`src/sv/brf_pkg.sv`:
```
// Shared constants, types and occupancy arithmetic for the byte ring FIFO.
package brf_pkg;

  localparam int DEPTH     = 1024;
  localparam int MAX_RUN   = 64;
  localparam int CNT_W     = 11;
  localparam int DATA_W    = 8;
  localparam int CMD_W     = 3;
  localparam int PTR_W     = $clog2(DEPTH);
  localparam int ARITH_W   = ((PTR_W > CNT_W) ? PTR_W : CNT_W) + 1;
  localparam int RUN_W     = $clog2(MAX_RUN + 1);
  localparam int CAP_RESET = 1024;

  typedef enum logic [CMD_W-1:0] {
    CMD_ENQ     = 3'd0,
    CMD_DEQ     = 3'd1,
    CMD_PEEK    = 3'd2,
    CMD_ADV_FR  = 3'd3,
    CMD_ADV_RR  = 3'd4,
    CMD_CLEAR   = 3'd5,
    CMD_STATUS  = 3'd6
  } cmd_t;

  typedef enum logic [1:0] {
    JOB_NONE,
    JOB_WRITE,
    JOB_READ
  } job_kind_t;

  typedef struct packed {
    job_kind_t         kind;
    logic              rej;
    logic [DATA_W-1:0] data;
    logic [PTR_W-1:0]  addr;
    logic [RUN_W-1:0]  beats;
    logic [CNT_W-1:0]  cap;
    logic [PTR_W-1:0]  front;
    logic [PTR_W-1:0]  rear;
    logic              full;
  } job_t;

  typedef struct packed {
    logic valid;
    logic full;
  } q_status_t;

  typedef struct packed {
    logic [CNT_W-1:0] used;
    logic [CNT_W-1:0] free;
    logic [CNT_W-1:0] cw;
    logic [CNT_W-1:0] cr;
  } occ_t;

  function automatic logic [CNT_W-1:0] brf_clamp(logic [CNT_W-1:0] v);
    logic [CNT_W-1:0] r;
    if (32'(v) > DEPTH) begin
      r = CNT_W'(DEPTH);
    end else begin
      r = v;
    end
    return r;
  endfunction

  // The sum stays below twice the capacity, so one subtract completes the wrap.
  function automatic logic [PTR_W-1:0] brf_advance(logic [PTR_W-1:0] p,
                                                  logic [CNT_W-1:0] n,
                                                  logic [CNT_W-1:0] cap);
    logic [ARITH_W-1:0] s;
    logic [ARITH_W-1:0] c;
    s = ARITH_W'(p) + ARITH_W'(n);
    c = ARITH_W'(cap);
    if (c == '0) begin
      s = '0;
    end else if (s >= c) begin
      s = s - c;
    end
    return PTR_W'(s);
  endfunction

  function automatic occ_t brf_occupancy(logic [CNT_W-1:0] cap, logic [PTR_W-1:0] fp,
                                         logic [PTR_W-1:0] rp, logic full);
    logic [ARITH_W-1:0] c;
    logic [ARITH_W-1:0] f;
    logic [ARITH_W-1:0] r;
    logic [ARITH_W-1:0] u;
    logic [ARITH_W-1:0] w;
    logic [ARITH_W-1:0] rd;
    occ_t o;
    c = ARITH_W'(cap);
    f = ARITH_W'(fp);
    r = ARITH_W'(rp);
    if (c == '0) begin
      u = '0;
    end else if (full) begin
      u = c;
    end else if (r >= f) begin
      u = r - f;
    end else begin
      u = c - (f - r);
    end
    if (c == '0 || full) begin
      w = '0;
    end else if (r >= f) begin
      w = c - r;
    end else begin
      w = f - r;
    end
    if (c == '0) begin
      rd = '0;
    end else if (full || f > r) begin
      rd = c - f;
    end else begin
      rd = r - f;
    end
    o.used = CNT_W'(u);
    o.free = CNT_W'(c - u);
    o.cw   = CNT_W'(w);
    o.cr   = CNT_W'(rd);
    return o;
  endfunction

endpackage

```
`src/sv/brf_queue.sv`:
```
// Two-entry job queue between the command front end and the storage back end.
module brf_queue (
  input  logic               clk,
  input  logic               rst,
  input  logic               push,
  input  brf_pkg::job_t      job_in,
  input  logic               pop,
  output brf_pkg::job_t      head,
  output brf_pkg::q_status_t qs
);

  brf_pkg::job_t ent [2];
  logic          wr_sel;
  logic          rd_sel;
  logic [1:0]    fill;

  always_ff @(posedge clk) begin
    if (push) begin
      ent[wr_sel] <= job_in;
    end
  end

  always_ff @(posedge clk) begin
    if (rst) begin
      wr_sel <= 1'b0;
      rd_sel <= 1'b0;
      fill   <= '0;
    end else begin
      if (push) begin
        wr_sel <= ~wr_sel;
      end
      if (pop) begin
        rd_sel <= ~rd_sel;
      end
      fill <= fill + 2'(push) - 2'(pop);
    end
  end

  assign head     = ent[rd_sel];
  assign qs.valid = (fill != '0);
  assign qs.full  = (fill == 2'd2);

endmodule

```
`config.mk`:
```
export PLATFORM = sky130hd
export DESIGN_NAME = brf_queue
export DESIGN_NICKNAME = d
export VERILOG_FILES = /design/src/sv/brf_pkg.sv /design/src/sv/brf_queue.sv
export SDC_FILE = /design/constraint.sdc
export NUM_CORES = 1
export LEC_CHECK = 0
export BUFFER_PORTS_ARGS = -buffer_cell sky130_fd_sc_hd__buf_2
export CAP_MARGIN = 20
export CORE_MARGIN = 2
export CORE_UTILIZATION = 45
export DETAILED_ROUTE_END_ITERATION = 16
export GPL_TIMING_DRIVEN = 0
export HOLD_SLACK_MARGIN = 0.03
export PLACE_DENSITY = 0.72
export SETUP_SLACK_MARGIN = 0.4
export SYNTH_ARGS = -nofsm -noshare
export SYNTH_HDL_FRONTEND = slang
export SYNTH_SLANG_ARGS = --single-unit
```
`constraint.sdc`:
```
create_clock -name clk -period 3.45 [get_ports clk]
set_input_delay 0.1725 -clock clk [delete_from_list [all_inputs] [get_ports clk]]
set_output_delay 0.1725 -clock clk [all_outputs]
set_load 0.005 [all_outputs]
```
After elaboration in Yosys (flattened, before gate mapping). Memories as Yosys holds them, arrays and structs flattened. A register that Yosys moved wholly into a read port is not among the register bits. Index checks and enable logic that the tools add are counted.

Add/sub/neg operators: 2. $mul: 0. Divide/modulo/power cells: 0. Order comparisons: 0. Eq/ne operators: 1. Shifts and indexed selects: 0. Multiplexer cells: 4. Bitwise operators: 2. Reductions and logical operators: 1.

Operator list (count): 1-bit 2-to-1 mux (4); 2-bit by 1-bit adder with 2-bit output (1); 2-bit == test (second input constant) (1); 1-bit inverter (2); 2-bit nonzero test (1); 2-bit by 1-bit subtractor with 2-bit output (1).

Register bits: 4. Bits in latches: 0. Bits in writable memories: 120. Bits in read-only memories: 0. Output and inout port bits: 62. Memories kept: 1.

Memory list: ent (words 2, bits a word 60, read ports 1, clocked after memory_dff 1, wr ports 1, RTL line brf_queue.sv:12) `brf_pkg::job_t ent [2];`.

Depth between registers and ports, before layout.
Depth in word-level cells: 3. Mapped depth: 6.

Least setup slack after synthesis. OpenSTA, ideal clock, no wires.

Path type: register -> register. Start: reg wr_sel. End: mem ent[0][0] (netlist bit), enable pin. Data arrival time: 2.998 ns. Data required time: 2.965 ns. Path slack: -0.033 ns. Cell stages (with the launch flop): 2. Buffers on the path: 0. Clock period less this slack: 3.483 ns. Cells stage by stage: dfxtp_1 > nor2b_1.

RTL lines: from (decl) (RTL line brf_queue.sv:13) `logic wr_sel;`; from (signal assigned) (RTL line brf_queue.sv:30) `wr_sel <= ~wr_sel;`; to (decl) (RTL line brf_queue.sv:12).

No word-level cell before the write port.

==> run metrics <==
Design Area, Final 6950 sq um; GP Congestion 0.639; final WL 8.58 mm; min Tclk post-route 1.79 ns; layout cells sized above 1 0.533; Clk network pwr share 0.439; core area 10400 sq um; maximum root-to-sink buffer count 2; xor/xnor share of the synthesized area 0.00825; Routed WL per cell 15.2 um; Min-Delay Path Class primary input to register; sequential area share after synthesis 0.763; sw frac 0.207; Max IR drop VDD 0.360 mV; Hold Violations, Final 0; Crit. End Element output port; library cells used by synthesis 13; CP peak stage delay 0.32 ns; post-synth net total 274; Mapped Cells 208; Worst-path clk slew 0.06 ns; RSZ-0062 raised after global routing no; Pleak 2.81 nW; worst path bufs/invs 3; mux contribution to synthesized area 0.186; Synth top area share 0.742; largest family of logic cells by synthesized area multiplexers; actual slew at the worst max-slew pin 0.845 ns; placed inst area 5710 sq um; Final ANT Viol Nets 0; Setup Slack @ Placement 1.78 ns; total grt overflow 0; Synth area leaders edfxtp_1, mux2_4, buf_12; clk_skew 0.00415 ns; port buffer count 125; most frequent cell after synthesis edfxtp_1; CTS root buffer clkbuf_8; initial antenna violation count 0; largest net degree at the start of global routing 61; Seq pwr share 0.439; number of flops mapped to enable cells by yosys 120; CTS Buf Count 17; largest area contributor in the netlist edfxtp_1; setup TNS 0 ns; fin util 0.667; number of DRC markers in iteration 0 78; Final Setup Violations 0; Synth warnings 0; area delta synth->final 43.1%; combinational share of power 0.122; Pwr per Cell Area 589 nW/um^2; Slowest-stage cell, CP dfxtp_1; Ant. Diodes 0; clk sinks 125; vias 2599; compound-cell area share of the yosys netlist 0; Synth top cells by count edfxtp_1, mux2_4, buf_12, dfxtp_1, nor2_1; Slew Limit Headroom 0.437; Final Cycle Share 0.519; Fmax 558 MHz; critical path peak fanout 10; share of async-settable or async-resettable flops after synthesis 0; net switching power 846 uW; Initial DRT Pass Iterations 4; Cell Area, Synth 4850 sq um; status complete, no violations; critical path class register to output port; Final Max Tran Viols 0; CP Launch Type register; postcts setup bufs 0; row count 37; die area 11600 sq um; H-tree depth 4; top_reg_cell synth edfxtp_1; CP Data Required Time 3.28 ns; Final #Nets 483; vias in the first global route 2811; die width 108 um; Avg Cell Area, Syn 23.3 sq um; Tot GR Track Use 0.156; Critical Path AT 1.62 ns; Max Cap Violations 0; Worst Slack Setup Final 1.66 ns; CP Cell Sequence buf_6 -> buf_12 -> mux2_4 -> buf_2; Yosys reg bits 125; Adder-Cell Fraction of Synth Area 0.00515; Initial Util 0.466; DRC errors left 0; first-pass GRT wire length 13.2 mm; Vias/cell 4.59; simple logic cell fraction of the synthesized area 0.00954; I/O pin total 126; Die Y 108 um; CP top delay family buffers and inverters; Detail Placement HPWL 5.12 mm; CTS tree done; Skew-Pair Late Insertion Delay 0.50 ns; Pint 3.25 mW
-- cells in the final DEF (no fill, tap or decap), drive strengths merged, types with 2 or more instances in the layout --
| master | instances |
|---|---|
| buf | 134 |
| bufinv | 4 |
| clkbuf | 17 |
| clkinv | 6 |
| clkinvlp | 4 |
| dfxtp | 5 |
| dlygate4sd3 | 63 |
| edfxtp | 120 |
| ha | 2 |
| inv | 3 |
| mux2 | 60 |
| nor2 | 4 |
| nor2b | 3 |
| xnor2 | 2 |
-- layout make-up --
class / instances / area (sq um)
inverters: 2 / 7.51
repair buffers: 190 / 1300
well taps: 136 / 170
fillers: 714 / 3470
flip-flops and latches: 125 / 3700
plain buffers: 7 / 131
clock inverters: 15 / 196
clock buffers: 17 / 414
multi-input cells: 74 / 1020
-- layer usage --
metal  track usage  wire length [um]  vias to the layer above
met5             0                 0                        -
li1              -                 -                     1246
met3        0.0521               447                        9
met1         0.171              3440                     1258
met4        0.0604               100                        0
met2         0.279              4600                       86
-- through the flow --
stage / hold WS (ns) / std cells / power [mW]
6_report: 0.385 / 566 / 4.09
3_5_place_dp: 0.364 / 471 / 2.28
4_1_cts: 0.357 / 566 / 4.14
2_1_floorplan: 0.244 / 208 / 2.10
5_1_grt: 0.363 / 566 / 4.25
3_3_place_gp: 0.361 / 469 / 2.26
-- logic make-up after synthesis --
group / Yosys count
xor+xnor: 3
fa+ha+maj: 2
buf+inv: 9
flops: 125
mux: 60
simple gates: 9
-- final timing paths --
check / to / slack (ns) / cells after the start / start
worst max-delay path: head[47] / 1.66 / 4 / register
worst min-delay path: ent[0][0]$_DFFE_PP_ / 0.39 / 2 / job_in[0]
worst max register to register: ent[0][43]$_DFFE_PP_ / 1.84 / 3 / wr_sel$_SDFFE_PP0P_
worst min register to register: register / 0.53 / 2 / rd_sel$_SDFFE_PP0P_
-- power groups by stage --
stage / sequential, mW / combinational, mW / clock (mW)
finish: 1.80 / 0.498 / 1.80
global route: 1.81 / 0.540 / 1.90
CTS: 1.80 / 0.506 / 1.84
detailed placement: 1.83 / 0.450 / 0
global placement: 1.83 / 0.428 / 0
floorplan: 1.83 / 0.273 / 0
-- what timing repair did --
action	CTS	global route
hold buffers	63	0
gates resized for setup	0	0
setup endpoints to repair	0	0
endpoints found under the hold margin	125	0
-- sequential cells by signal, summed over array words and instances, names as in the netlist, named ones only --
register  flops
rd_sel        1
ent         120
wr_sel        1
fill          2
No activity file was read; power rests on OpenSTA's default activity.
