File: src/sv/brf_pkg.sv
// Shared constants, types and occupancy arithmetic for the byte ring FIFO.
package brf_pkg;

  localparam int DEPTH     = 1024;
  localparam int MAX_RUN   = 64;
  localparam int CNT_W     = 11;
  localparam int DATA_W    = 8;
  localparam int CMD_W     = 3;
  localparam int PTR_W     = $clog2(DEPTH);
  localparam int ARITH_W   = ((PTR_W > CNT_W) ? PTR_W : CNT_W) + 1;
  localparam int RUN_W     = $clog2(MAX_RUN + 1);
  localparam int CAP_RESET = 1024;

  typedef enum logic [CMD_W-1:0] {
    CMD_ENQ     = 3'd0,
    CMD_DEQ     = 3'd1,
    CMD_PEEK    = 3'd2,
    CMD_ADV_FR  = 3'd3,
    CMD_ADV_RR  = 3'd4,
    CMD_CLEAR   = 3'd5,
    CMD_STATUS  = 3'd6
  } cmd_t;

  typedef enum logic [1:0] {
    JOB_NONE,
    JOB_WRITE,
    JOB_READ
  } job_kind_t;

  typedef struct packed {
    job_kind_t         kind;
    logic              rej;
    logic [DATA_W-1:0] data;
    logic [PTR_W-1:0]  addr;
    logic [RUN_W-1:0]  beats;
    logic [CNT_W-1:0]  cap;
    logic [PTR_W-1:0]  front;
    logic [PTR_W-1:0]  rear;
    logic              full;
  } job_t;

  typedef struct packed {
    logic valid;
    logic full;
  } q_status_t;

  typedef struct packed {
    logic [CNT_W-1:0] used;
    logic [CNT_W-1:0] free;
    logic [CNT_W-1:0] cw;
    logic [CNT_W-1:0] cr;
  } occ_t;

  function automatic logic [CNT_W-1:0] brf_clamp(logic [CNT_W-1:0] v);
    logic [CNT_W-1:0] r;
    if (32'(v) > DEPTH) begin
      r = CNT_W'(DEPTH);
    end else begin
      r = v;
    end
    return r;
  endfunction

  // The sum stays below twice the capacity, so one subtract completes the wrap.
  function automatic logic [PTR_W-1:0] brf_advance(logic [PTR_W-1:0] p,
                                                  logic [CNT_W-1:0] n,
                                                  logic [CNT_W-1:0] cap);
    logic [ARITH_W-1:0] s;
    logic [ARITH_W-1:0] c;
    s = ARITH_W'(p) + ARITH_W'(n);
    c = ARITH_W'(cap);
    if (c == '0) begin
      s = '0;
    end else if (s >= c) begin
      s = s - c;
    end
    return PTR_W'(s);
  endfunction

  function automatic occ_t brf_occupancy(logic [CNT_W-1:0] cap, logic [PTR_W-1:0] fp,
                                         logic [PTR_W-1:0] rp, logic full);
    logic [ARITH_W-1:0] c;
    logic [ARITH_W-1:0] f;
    logic [ARITH_W-1:0] r;
    logic [ARITH_W-1:0] u;
    logic [ARITH_W-1:0] w;
    logic [ARITH_W-1:0] rd;
    occ_t o;
    c = ARITH_W'(cap);
    f = ARITH_W'(fp);
    r = ARITH_W'(rp);
    if (c == '0) begin
      u = '0;
    end else if (full) begin
      u = c;
    end else if (r >= f) begin
      u = r - f;
    end else begin
      u = c - (f - r);
    end
    if (c == '0 || full) begin
      w = '0;
    end else if (r >= f) begin
      w = c - r;
    end else begin
      w = f - r;
    end
    if (c == '0) begin
      rd = '0;
    end else if (full || f > r) begin
      rd = c - f;
    end else begin
      rd = r - f;
    end
    o.used = CNT_W'(u);
    o.free = CNT_W'(c - u);
    o.cw   = CNT_W'(w);
    o.cr   = CNT_W'(rd);
    return o;
  endfunction

endpackage

File: src/sv/brf_front.sv
// Command front end: holds the ring pointers, checks each command and queues a job.
module brf_front (
  input  logic                          clk,
  input  logic                          rst,
  input  logic                          accept,
  input  logic [brf_pkg::CMD_W-1:0]     cmd,
  input  logic [brf_pkg::DATA_W-1:0]    data_in,
  input  logic [brf_pkg::CNT_W-1:0]     count,
  input  logic                          run_first,
  input  logic                          cfg_we,
  input  logic [brf_pkg::CNT_W-1:0]     cfg_data,
  output brf_pkg::job_t                 job
);

  logic [brf_pkg::CNT_W-1:0] cap;
  logic [brf_pkg::PTR_W-1:0] front_ptr;
  logic [brf_pkg::PTR_W-1:0] rear_ptr;
  logic                      full_flag;
  logic                      run_accepted;
  logic [brf_pkg::RUN_W-1:0] run_left;

  logic [brf_pkg::PTR_W-1:0] front_ptr_next;
  logic [brf_pkg::PTR_W-1:0] rear_ptr_next;
  logic                      full_flag_next;
  logic                      run_accepted_next;
  logic [brf_pkg::RUN_W-1:0] run_left_next;

  brf_pkg::occ_t             occ;
  logic                      cnt_zero;
  logic                      cap_zero;
  logic                      over_run;
  logic                      ra;
  logic [brf_pkg::RUN_W-1:0] rl;

  always_comb begin
    occ      = brf_pkg::brf_occupancy(cap, front_ptr, rear_ptr, full_flag);
    cnt_zero = (count == '0);
    cap_zero = (cap == '0);
    over_run = (32'(count) > brf_pkg::MAX_RUN);

    front_ptr_next    = front_ptr;
    rear_ptr_next     = rear_ptr;
    full_flag_next    = full_flag;
    run_accepted_next = run_accepted;
    run_left_next     = run_left;
    ra                = run_accepted;
    rl                = run_left;

    job.kind  = brf_pkg::JOB_NONE;
    job.rej   = 1'b0;
    job.data  = data_in;
    job.addr  = rear_ptr;
    job.beats = brf_pkg::RUN_W'(1);

    unique case (cmd)
      brf_pkg::CMD_ENQ: begin
        if (run_first) begin
          if (cnt_zero || over_run || cap_zero || count > occ.free) begin
            ra = 1'b0;
            rl = '0;
          end else begin
            ra = 1'b1;
            rl = brf_pkg::RUN_W'(count);
          end
        end
        run_accepted_next = ra;
        run_left_next     = rl;
        if (!ra || rl == '0) begin
          job.rej = 1'b1;
        end else if (cap_zero || occ.free == '0) begin
          // Advance rear has taken the room: the rest of the run is dropped.
          job.rej           = 1'b1;
          run_accepted_next = 1'b0;
          run_left_next     = '0;
        end else begin
          job.kind          = brf_pkg::JOB_WRITE;
          job.addr          = rear_ptr;
          rear_ptr_next     = brf_pkg::brf_advance(rear_ptr, brf_pkg::CNT_W'(1), cap);
          full_flag_next    = (rear_ptr_next == front_ptr);
          run_left_next     = rl - brf_pkg::RUN_W'(1);
          run_accepted_next = (rl != brf_pkg::RUN_W'(1));
        end
      end
      brf_pkg::CMD_DEQ, brf_pkg::CMD_PEEK: begin
        if (cnt_zero || over_run || cap_zero || count > occ.used) begin
          job.rej = 1'b1;
        end else begin
          job.kind  = brf_pkg::JOB_READ;
          job.addr  = front_ptr;
          job.beats = brf_pkg::RUN_W'(count);
          if (cmd == brf_pkg::CMD_DEQ) begin
            front_ptr_next = brf_pkg::brf_advance(front_ptr, count, cap);
            full_flag_next = 1'b0;
          end
        end
      end
      brf_pkg::CMD_ADV_FR: begin
        if (cnt_zero || cap_zero || count > occ.used) begin
          job.rej = 1'b1;
        end else begin
          front_ptr_next = brf_pkg::brf_advance(front_ptr, count, cap);
          full_flag_next = 1'b0;
        end
      end
      brf_pkg::CMD_ADV_RR: begin
        if (cnt_zero || cap_zero || count > occ.free) begin
          job.rej = 1'b1;
        end else begin
          rear_ptr_next  = brf_pkg::brf_advance(rear_ptr, count, cap);
          full_flag_next = (rear_ptr_next == front_ptr);
        end
      end
      brf_pkg::CMD_CLEAR: begin
        front_ptr_next = '0;
        rear_ptr_next  = '0;
        full_flag_next = 1'b0;
      end
      brf_pkg::CMD_STATUS: begin
      end
      default: begin
        job.rej = 1'b1;
      end
    endcase

    // Every result of the item reports the ring as it stands after the item.
    job.cap   = cap;
    job.front = front_ptr_next;
    job.rear  = rear_ptr_next;
    job.full  = full_flag_next;
  end

  always_ff @(posedge clk) begin
    if (rst) begin
      cap          <= brf_pkg::brf_clamp(brf_pkg::CNT_W'(brf_pkg::CAP_RESET));
      front_ptr    <= '0;
      rear_ptr     <= '0;
      full_flag    <= 1'b0;
      run_accepted <= 1'b0;
      run_left     <= '0;
    end else if (cfg_we) begin
      cap          <= brf_pkg::brf_clamp(cfg_data);
      front_ptr    <= '0;
      rear_ptr     <= '0;
      full_flag    <= 1'b0;
      run_accepted <= 1'b0;
      run_left     <= '0;
    end else if (accept) begin
      front_ptr    <= front_ptr_next;
      rear_ptr     <= rear_ptr_next;
      full_flag    <= full_flag_next;
      run_accepted <= run_accepted_next;
      run_left     <= run_left_next;
    end
  end

endmodule

File: config.mk
export PLATFORM = sky130hd
export DESIGN_NAME = brf_front
export DESIGN_NICKNAME = d
export VERILOG_FILES = /design/src/sv/brf_pkg.sv /design/src/sv/brf_front.sv
export SDC_FILE = /design/constraint.sdc
export NUM_CORES = 1
export LEC_CHECK = 0
export BUFFER_PORTS_ARGS = -buffer_cell sky130_fd_sc_hd__clkbuf_2
export CAP_MARGIN = 20
export CORE_ASPECT_RATIO = 0.6
export CORE_UTILIZATION = 60
export CTS_CLUSTER_SIZE = 8
export DETAILED_ROUTE_END_ITERATION = 10
export PLACE_DENSITY = 0.82
export SLEW_MARGIN = 25
export SYNTH_ARGS = -nofsm -noshare
export SYNTH_HDL_FRONTEND = slang
export SYNTH_SLANG_ARGS = --single-unit
File: constraint.sdc
create_clock -name clk -period 10.2 [get_ports clk]
set_clock_uncertainty 0.1 [all_clocks]
set_input_delay 2.04 -clock clk [delete_from_list [all_inputs] [get_ports clk]]
set_output_delay 2.04 -clock clk [all_outputs]
set_load 0.02 [all_outputs]
### Word-level counts from Yosys, hierarchy flattened

Cells that the tools add are included.

| cells by class | value |
|---|---|
| equality and inequality tests | 9 |
| $lt $le $gt $ge | 8 |
| reduce and logical (&&, ||, !) cells | 19 |
| mux-type cells | 53 |
| add/sub/neg operators | 11 |

Operators by type and width:

| operator | count |
|---|---|
| 10-bit 2-to-1 mux | 18 |
| 10-bit one-hot mux with 3 select lines | 2 |
| 11-bit 2-to-1 mux | 4 |
| 7-bit 2-to-1 mux | 6 |
| 11-bit logical NOT | 3 |
| 10-bit subtractor | 3 |
| 10-bit by 11-bit adder with 12-bit output | 2 |
| 12-bit by 11-bit greater-or-equal comparator with 1-bit output | 2 |
| 11-bit > comparator | 2 |
| 10-bit by 10-bit subtractor with 11-bit output | 2 |
| 11-bit subtractor | 2 |
| 10-bit == test | 2 |
| 1-bit 2-to-1 mux | 18 |
| 17-bit 2-to-1 mux | 1 |
| 10-bit by 1-bit adder with 11-bit output, second input constant | 1 |
| 11-bit greater-or-equal comparator | 1 |
| 11-bit > comparator, second input constant | 1 |
| 11-bit by 7-bit > comparator with 1-bit output, second input constant | 1 |
| 10-bit greater-or-equal comparator | 1 |
| 1-bit one-hot mux with 5 select lines | 2 |
| 3-bit == test, second input constant | 3 |
| 1-bit logical OR | 9 |
| 7-bit logical NOT | 1 |
| 7-bit by 1-bit inequality test with 1-bit output, second input constant | 1 |
| other kinds (9) | 12 |

| word-level totals | value |
|---|---|
| logic and storage cells | 106 |
| input port bits | 38 |
| output and inout port bits | 60 |
| flip-flop bits (word level) | 40 |

### Longest topological paths before layout

Gate-level depths: netlist (run 1).

| logic depth | value |
|---|---|
| word-level depth | 19 |
| mapped depth | 41 |
| mapped depth without buffers | 39 |

### Worst setup path after synthesis (run 1)

Ideal clock, no wire load.

| timing path | value |
|---|---|
| path kind | register -> output |
| start | reg front_ptr[1] in the netlist's numbering |
| end | out job[9] in the netlist's numbering |
| data arrival time | 7.634 ns |
| required time | 8.060 ns |
| path buffers | 3 |
| setup slack | 0.426 ns |
| stages on the path, launching flop included | 36 |
| cell sequence | dfxtp_1 > clkbuf_1 > inv_1 > ha_1 > nor2b_1 > o2111ai_1 > a31oi_1 > a21oi_2 > clkbuf_1 > a211oi_1 > a211oi_1 > ha_1 > inv_1 > fa_1 > a211oi_1 > o21bai_1 > a21oi_1 > xor2_1 > ha_1 > a21o_1 > a21o_1 > a211oi_1 > o21a_1 > o211ai_2 > a211oi_2 > a22oi_1 > ha_1 > nand2_1 > nor4_1 > nor3_1 > a31oi_1 > and4bb_4 > buf_6 > a21oi_1 > o21ai_0 > a21boi_0 |

RTL lines:

| element | line | source |
|---|---|---|
| from (decl) | brf_front.sv:16 | `logic [brf_pkg::PTR_W-1:0] front_ptr;` |
| from (signal assigned) | brf_front.sv:148 | `front_ptr <= front_ptr_next;` |
| to (decl) | brf_front.sv:12 | `output brf_pkg::job_t job` |

==> results of run 1 <==
-- per-stage QoR --
| step | hold slack, ps | TNS, ps | worst slack, ps | total power [uW] | std cells |
|---|---|---|---|---|---|
| floorplan | 358 | 0 | 426 | 643 | 1155 |
| global placement | 398 | 0 | 510 | 790 | 1414 |
| detailed placement | 409 | 0 | 459 | 796 | 1414 |
| CTS | 420 | 0 | 112 | 997 | 1422 |
| global route | 451 | -80.9 | -27.9 | 1090 | 1425 |
| finish | 423 | 0 | 276 | 1040 | 1426 |
-- critical path: cells and delay by family --
kind,cells,cell delay [ps]
and+or+nand+nor,3,1060
buffers and inverters,2,390
AOI/OAI and AO/OA,12,2430
adders and majority gates,3,1090
muxes,1,500
xor gates and xnor gates,1,250
-- power by group --
part	total (uW)	switching (uW)	internal (uW)	leakage [uW]
Combinational	672	408	264	0.00371
Sequential	165	5.85	159	0.000325
Clock	201	83.9	117	0.0000804
-- timing repair --
action | 4_1_cts | 5_1_grt
setup endpoints to repair | 0 | 13
setup buffers | 0 | 2
gates resized for setup | 0 | 22
-- sequential cells by signal, summed over array words and instances, names as in the netlist --
name,cells
front_ptr,10
cap,11
rear_ptr,10
run_accepted,1
run_left,7
full_flag,1
-- layout make-up --
cell class,count,area (um2)
Antenna cell,1,2.50
Clock buffer,5,125
Inverter,102,383
Timing Repair Buffer,121,709
Clock inverter,3,46.3
Multi-Input combinational cell,962,7090
Sequential cell,40,806
Tap cell,192,240
Fill cell,1196,4260
-- worst max-delay path by stage --
stage               endpoint  cells after the start  slack (ps)
floorplan             job[9]                     35         430
global placement      job[0]                     22         510
detailed placement    job[8]                     37         460
CTS                   job[8]                     34         110
global route          job[7]                     35         -30
finish                job[0]                     22         280
-- logic make-up after synthesis --
| group | Yosys count | synth area share (%) |
|---|---|---|
| compound gates | 406 | 32.5 |
| xor+xnor | 71 | 7.48 |
| fa+ha+maj | 125 | 20.1 |
| buf+inv | 154 | 7.63 |
| flops | 40 | 9.52 |
| mux | 25 | 3.03 |
| simple gates | 334 | 19.7 |
-- cell usage in the layout, fill, tap and decap left out, types with 6 or more instances in the layout --
master,synthesis,final
a21oi_2,4,7
xor2_1,15,15
ha_1,108,107
a31oi_1,11,9
o211ai_1,11,11
nand4_1,15,15
a21boi_0,8,8
clkbuf_2,0,81
and2_1,9,9
fa_1,17,17
nor4_1,14,13
o21ai_0,93,93
nand2_1,99,99
xnor2_1,55,55
nand2b_1,8,8
a221oi_1,6,6
nor2_1,74,74
a211o_1,6,6
or3_1,8,8
a21o_1,27,27
o2111ai_1,6,6
nor3_1,25,23
a211oi_1,19,17
nand3_1,22,22
o2bb2ai_1,14,14
a22o_1,8,8
nor2b_1,22,22
mux2i_1,21,21
and3_1,6,6
dfxtp_1,40,38
o21bai_1,20,20
o21a_1,20,20
buf_4,9,39
a21oi_1,89,86
or2_2,6,6
inv_1,100,99
-- layer usage --
layer	track usage, %	wire length [um]	vias to the layer above
met2	59.6	12000	717
met1	62.7	14000	4380
met4	17.2	1340	0
li1	-	-	4397
met5	0	0	-
met3	19.1	5640	129
==> impl_metrics.toml, run 1 <==
[floorplanning]
fp.dieW_um = 155
die_height_um = 93.7
dieArea_um2 = 14500
rows = 33
ios = 98
coreArea_um2 = 13700
initial_core_util_pct = 61.6

[pwr]
ir_worst_vdd_v = 0.0000781
power.density_nw_per_um2 = 110
p_leak_uw = 0.00412

[critical_path]
max_stage_delay_ps = 550
r2r-end = "rear_ptr[2]"
rrSetupSlack_ps = 2720
crit-reg2reg-launch = "rear_ptr[0]"
ff2ff_path_depth = 34
path_cells = "clkbuf_2, ha_1, fa_1, a211oi_1, o21bai_1, a21oi_1, o21bai_1, a21oi_1, xnor2_1, ha_1, o21a_1, o21ai_0, a2111oi_0, or3_1, or2_1, mux2i_1, a21oi_1, a2bb2oi_1, o21a_1, o41a_1, nand2_1, clkbuf_2"
startpoint = "count[0]"
critical-path-slowest-cell = "or2_1"
cp-start-kind = "input port"
required_ps = 8060
path_common_cell = "a21oi_1"
worstSetupPathType = "input port to output port"
crit_arrival_ps = 7780
path_max_fanout = 19
end_kind = "output port"

[run]
max_cap_viol_count = 0

[route]
wire_per_inst_um = 23.1
drt-initial-drc-count = 1523
first_pass_iters = 6
wl_um = 33000
vias = 9623
final_antenna_net_count = 0
drc_errors = 0
via_per_inst = 6.75

[global_routing]
grt-ovfl-total = 0
track_usage_pct = 45.0
grt_start_max_net_pins = 32
antenna_found_initial = 0
grt_pass1_wl_um = 48900
grt_pass1_vias = 8659

[cts]
numCtsBuffers = 5
clockBufferDepth = 2
clock_sinks = 40
clockRootBuffer = "clkbuf_16"
cts_max_level = 2
cts_hold_buf = 0
worstSkewPairLatency_ps = 310
clk_pin_slew_worst_paths_ps = 70
cts_tree = "done"

[logic_synthesis]
yosysTopAreaCellShare_pct = 16.1
synth_common_cells = "ha_1, inv_1, nand2_1, o21ai_0, a21oi_1"
syn_inst = 1155
synth_area_leaders = "ha_1, dfxtp_1, xnor2_1"
post_synth_num_cell_types = 87
ys.warnings.count = 0
synth_ff_type = "dfxtp_1"
syn_avg_cell_area_um2 = 7.29
syn_area_um2 = 8420
yosysMostFrequentCell = "ha_1"
synth_top_cell_by_area = "ha_1"
async_reset_ff_share_pct = 0
synth_edf_count = 0
yosysSeqAreaShare_pct = 9.52
syn_nets = 1318
ys_seq_elements = 40

[finish]
final_cell_area_um2 = 9400
area_delta_synth_final_pct = 11.7
fin_nets = 1395
drive_above_1_share_pct = 15.0
fin_util_pct = 68.8

[status]
outcome = "completed"

[worst_hold_path]
hold_path.class = "flop to flop"
min-delay-start = "run_left[1]"
worstHoldPathCells = 2
min_to = "run_left[1]"

[sta]
min_period_ps = 9920
tightest_slew_ps = 891
min_period_over_period_pct = 97.3
timing.slew.headroom_pct = 40.6
slew_viol_final = 0
setup_violations = 0
hold_viol_final = 0
fmax_ghz = 0.101

[place]
numPortBuffers = 81
gp_congestion = 1.11
dp_hpwl_um = 25800
dpl_cell_area_um2 = 9100
Power figures use the tool's default switching activity.
==> inputs of run 2 (changes only) <==
--- a/config.mk
+++ b/config.mk
@@ -5,6 +5,7 @@
 export SDC_FILE = /design/constraint.sdc
 export NUM_CORES = 1
 export LEC_CHECK = 0
+export ABC_AREA = 1
 export BUFFER_PORTS_ARGS = -buffer_cell sky130_fd_sc_hd__clkbuf_2
 export CAP_MARGIN = 20
 export CORE_ASPECT_RATIO = 0.6
==> run 2 against run 1 <==
- routed wire length shrank 3.5%
- synthesized cell count increased by 21%
- worst hold slack worse by 56 ps
- cell area fell by 2.8%
- non-clock buffer count shrank 29
- critical path depth up 17
- maximum frequency grew 4.2%
- utilization down 1.9 points
- power rose by 25%
- largest power group unchanged
- highest routed layer unchanged
==> impl_metrics.toml, run 2 <==
[status]
outcome = "completed"

[floorplanning]
dieArea_um2 = 14500
initial_core_util_pct = 61.6
fp.dieW_um = 155
ios = 98
coreArea_um2 = 13700
rows = 33
die_height_um = 93.8

[global_routing]
grt_pass1_wl_um = 48500
grt_pass1_vias = 8607
antenna_found_initial = 0
track_usage_pct = 44.1
grt-ovfl-total = 0
grt_start_max_net_pins = 38

[pwr]
ir_worst_vdd_v = 0.0000687
p_leak_uw = 0.00509
p_total_uw = 1300
power.density_nw_per_um2 = 142

[logic_synthesis]
yosysTopAreaCellShare_pct = 16.0
synth-simple-area-share_pct = 32.8
post_synth_num_cell_types = 51
syn_avg_cell_area_um2 = 6.03
synth_top_cell_by_area = "ha_1"
synth_ff_type = "dfxtp_1"
yosysSeqAreaShare_pct = 9.51
synth-compound-area-share_pct = 18.6
yosysMostFrequentCell = "nand2_1"
ys.warnings.count = 0
synthMuxAreaShare_pct = 0
synth_area_leaders = "ha_1, nand2_1, inv_1"
synth_top_family_by_area = "simple AND/OR/NAND/NOR gates"
synthAdderAreaFrac_pct = 20.1
syn_area_um2 = 8420
syn_inst = 1396
syn_nets = 1559
ys_seq_elements = 40
synth_edf_count = 0
async_reset_ff_share_pct = 0
synth_common_cells = "nand2_1, inv_1, nor2_1, ha_1, a21oi_1"
synth-xor-area-share_pct = 6.03

[critical_path]
path_max_fanout = 10
worstSetupPathType = "flop to output port"
max_stage_delay_ps = 620
path_common_cell = "nand2_1"
critical-path-slowest-cell = "fa_1"
end_kind = "output port"
cp-start-kind = "flop"
required_ps = 8060
rrSetupSlack_ps = 2990
path_buf_inv = 7
crit_arrival_ps = 7380
path_delay_family = "simple AND/OR/NAND/NOR gates"

[sta]
worst_slack_ps = 680
timing.slew.headroom_pct = 34.8
rsz0062_at_grt = "false"
min_period_ps = 9520
min_period_over_period_pct = 93.3
tightest_slew_ps = 977
hold_viol_final = 0
setup_violations = 0
setup-tns-final_ps = 0
slew_viol_final = 0
fmax_ghz = 0.105

[route]
wire_per_inst_um = 19.2
vias = 9941
via_per_inst = 6.01
drt-initial-drc-count = 1294
final_antenna_net_count = 0
wl_um = 31800
first_pass_iters = 5
drc_errors = 0

[cts]
cts_tree = "done"
cts_hold_buf = 0
clockRootBuffer = "clkbuf_16"
clock_sinks = 40
clockBufferDepth = 2
numCtsBuffers = 5
clk_pin_slew_worst_paths_ps = 80
cts_max_level = 2
worstSkewPairLatency_ps = 300

[place]
numPortBuffers = 81
dp_hpwl_um = 25500
gp_congestion = 1.11
dpl_cell_area_um2 = 8940
dp_slack_ps = 889
placed_cells = 1643

[finish]
final_cell_area_um2 = 9140
reg.largest.list = "cap: 11 flops, front_ptr: 10 flops, rear_ptr: 10 flops"
fin_cells = 1653
final_cell_mix = "nand2_1, inv_1, nor2_1, ha_1, a21oi_1"
drive_above_1_share_pct = 10.9
regMostFlops = "cap"
mostFrequentLayoutCell = "nand2_1"
largest_register_ffs = 11
fillers = 1274
area_delta_synth_final_pct = 8.48
fin_nets = 1622

[run]
max_cap_viol_count = 0

[worst_hold_path]
hold_path.class = "flop to flop"
==> run 2: changes by cell type after synthesis, moves of 18 or more <==
| cell | delta |
|---|---|
| a211oi_1 | -19 |
| a21o_1 | -18 |
| clkbuf_1 | -18 |
| inv_1 | +128 |
| mux2i_1 | -21 |
| nand2_1 | +221 |
| nand2_2 | +19 |
| nand3_1 | +70 |
| nor2_1 | +40 |
| nor2b_1 | -22 |
| o21a_1 | -19 |
| xnor2_1 | -37 |
| xor2_1 | +25 |
==> run 2: per-stage QoR <==
stage,hold WS (ps),util [%]
finish,367,66.9
detailed placement,357,65.4
global route,377,66.8
floorplan,345,-
CTS,368,66.7
global placement,355,65.4
==> run 2: logic make-up after synthesis <==
family | Yosys count
AOI/OAI and AO/OA | 280
adders and majority gates | 125
and+or+nand+nor | 620
buffers and inverters | 273
xor gates and xnor gates | 58
DFF | 40
==> run 2: power breakdown <==
group	switching, uW	internal [uW]	total (uW)	leakage [uW]
Clock	84.6	117	201	0.0000804
Sequential	13.5	162	175	0.000326
Combinational	610	309	920	0.00468
Total	708	588	1300	0.00509
==> run 2: worst paths after layout <==
check,from,to,depth (start not counted)
worst max-delay path,cap[2],job[3],39
worst min register to register,run_left[1],run_left[1],2
worst max register to register,cap[2],rear_ptr[1],40
worst min-delay path,run_left[1],run_left[1],2
==> run 2: final cells by class <==
type | instances | area (um2) | area share (%)
flip-flops and latches | 40 | 802 | 8.78
inverters | 237 | 892 | 9.76
clock inverters | 3 | 46.3 | 0.507
clock buffers | 5 | 125 | 1.37
diodes | 1 | 2.50 | 0.0274
repair buffers | 92 | 500 | 5.48
well taps | 192 | 240 | 2.63
multi-input cells | 1083 | 6530 | 71.5
==> run 2: worst register-to-register path: cells and delay by family, from the launching register on <==
| kind | cells | cell delay [ps] |
|---|---|---|
| AND/OR/NAND/NOR | 21 | 2550 |
| buffers and inverters | 6 | 770 |
| AO/OA/AOI/OAI | 7 | 1220 |
| adder cells (fa/ha/maj) | 5 | 1940 |
| XOR/XNOR | 1 | 220 |
| flip-flops | 1 | 360 |
==> run 2: routing by layer <==
layer | vias to the layer above | wire [um] | track usage (%) | part of all wire (%)
met5 | - | 0 | 0 | 0
met4 | 0 | 835 | 13.0 | 2.6
met3 | 76 | 4690 | 10.9 | 15
met2 | 690 | 12200 | 62.7 | 38
met1 | 4457 | 14100 | 64.2 | 44
li1 | 4718 | - | - | -
==> run 2: timing repair <==
| item | in CTS | in global routing |
|---|---|---|
| resized for setup | 0 | 1 |
| setup buffers | 0 | 1 |
| setup endpoints to repair | 0 | 11 |
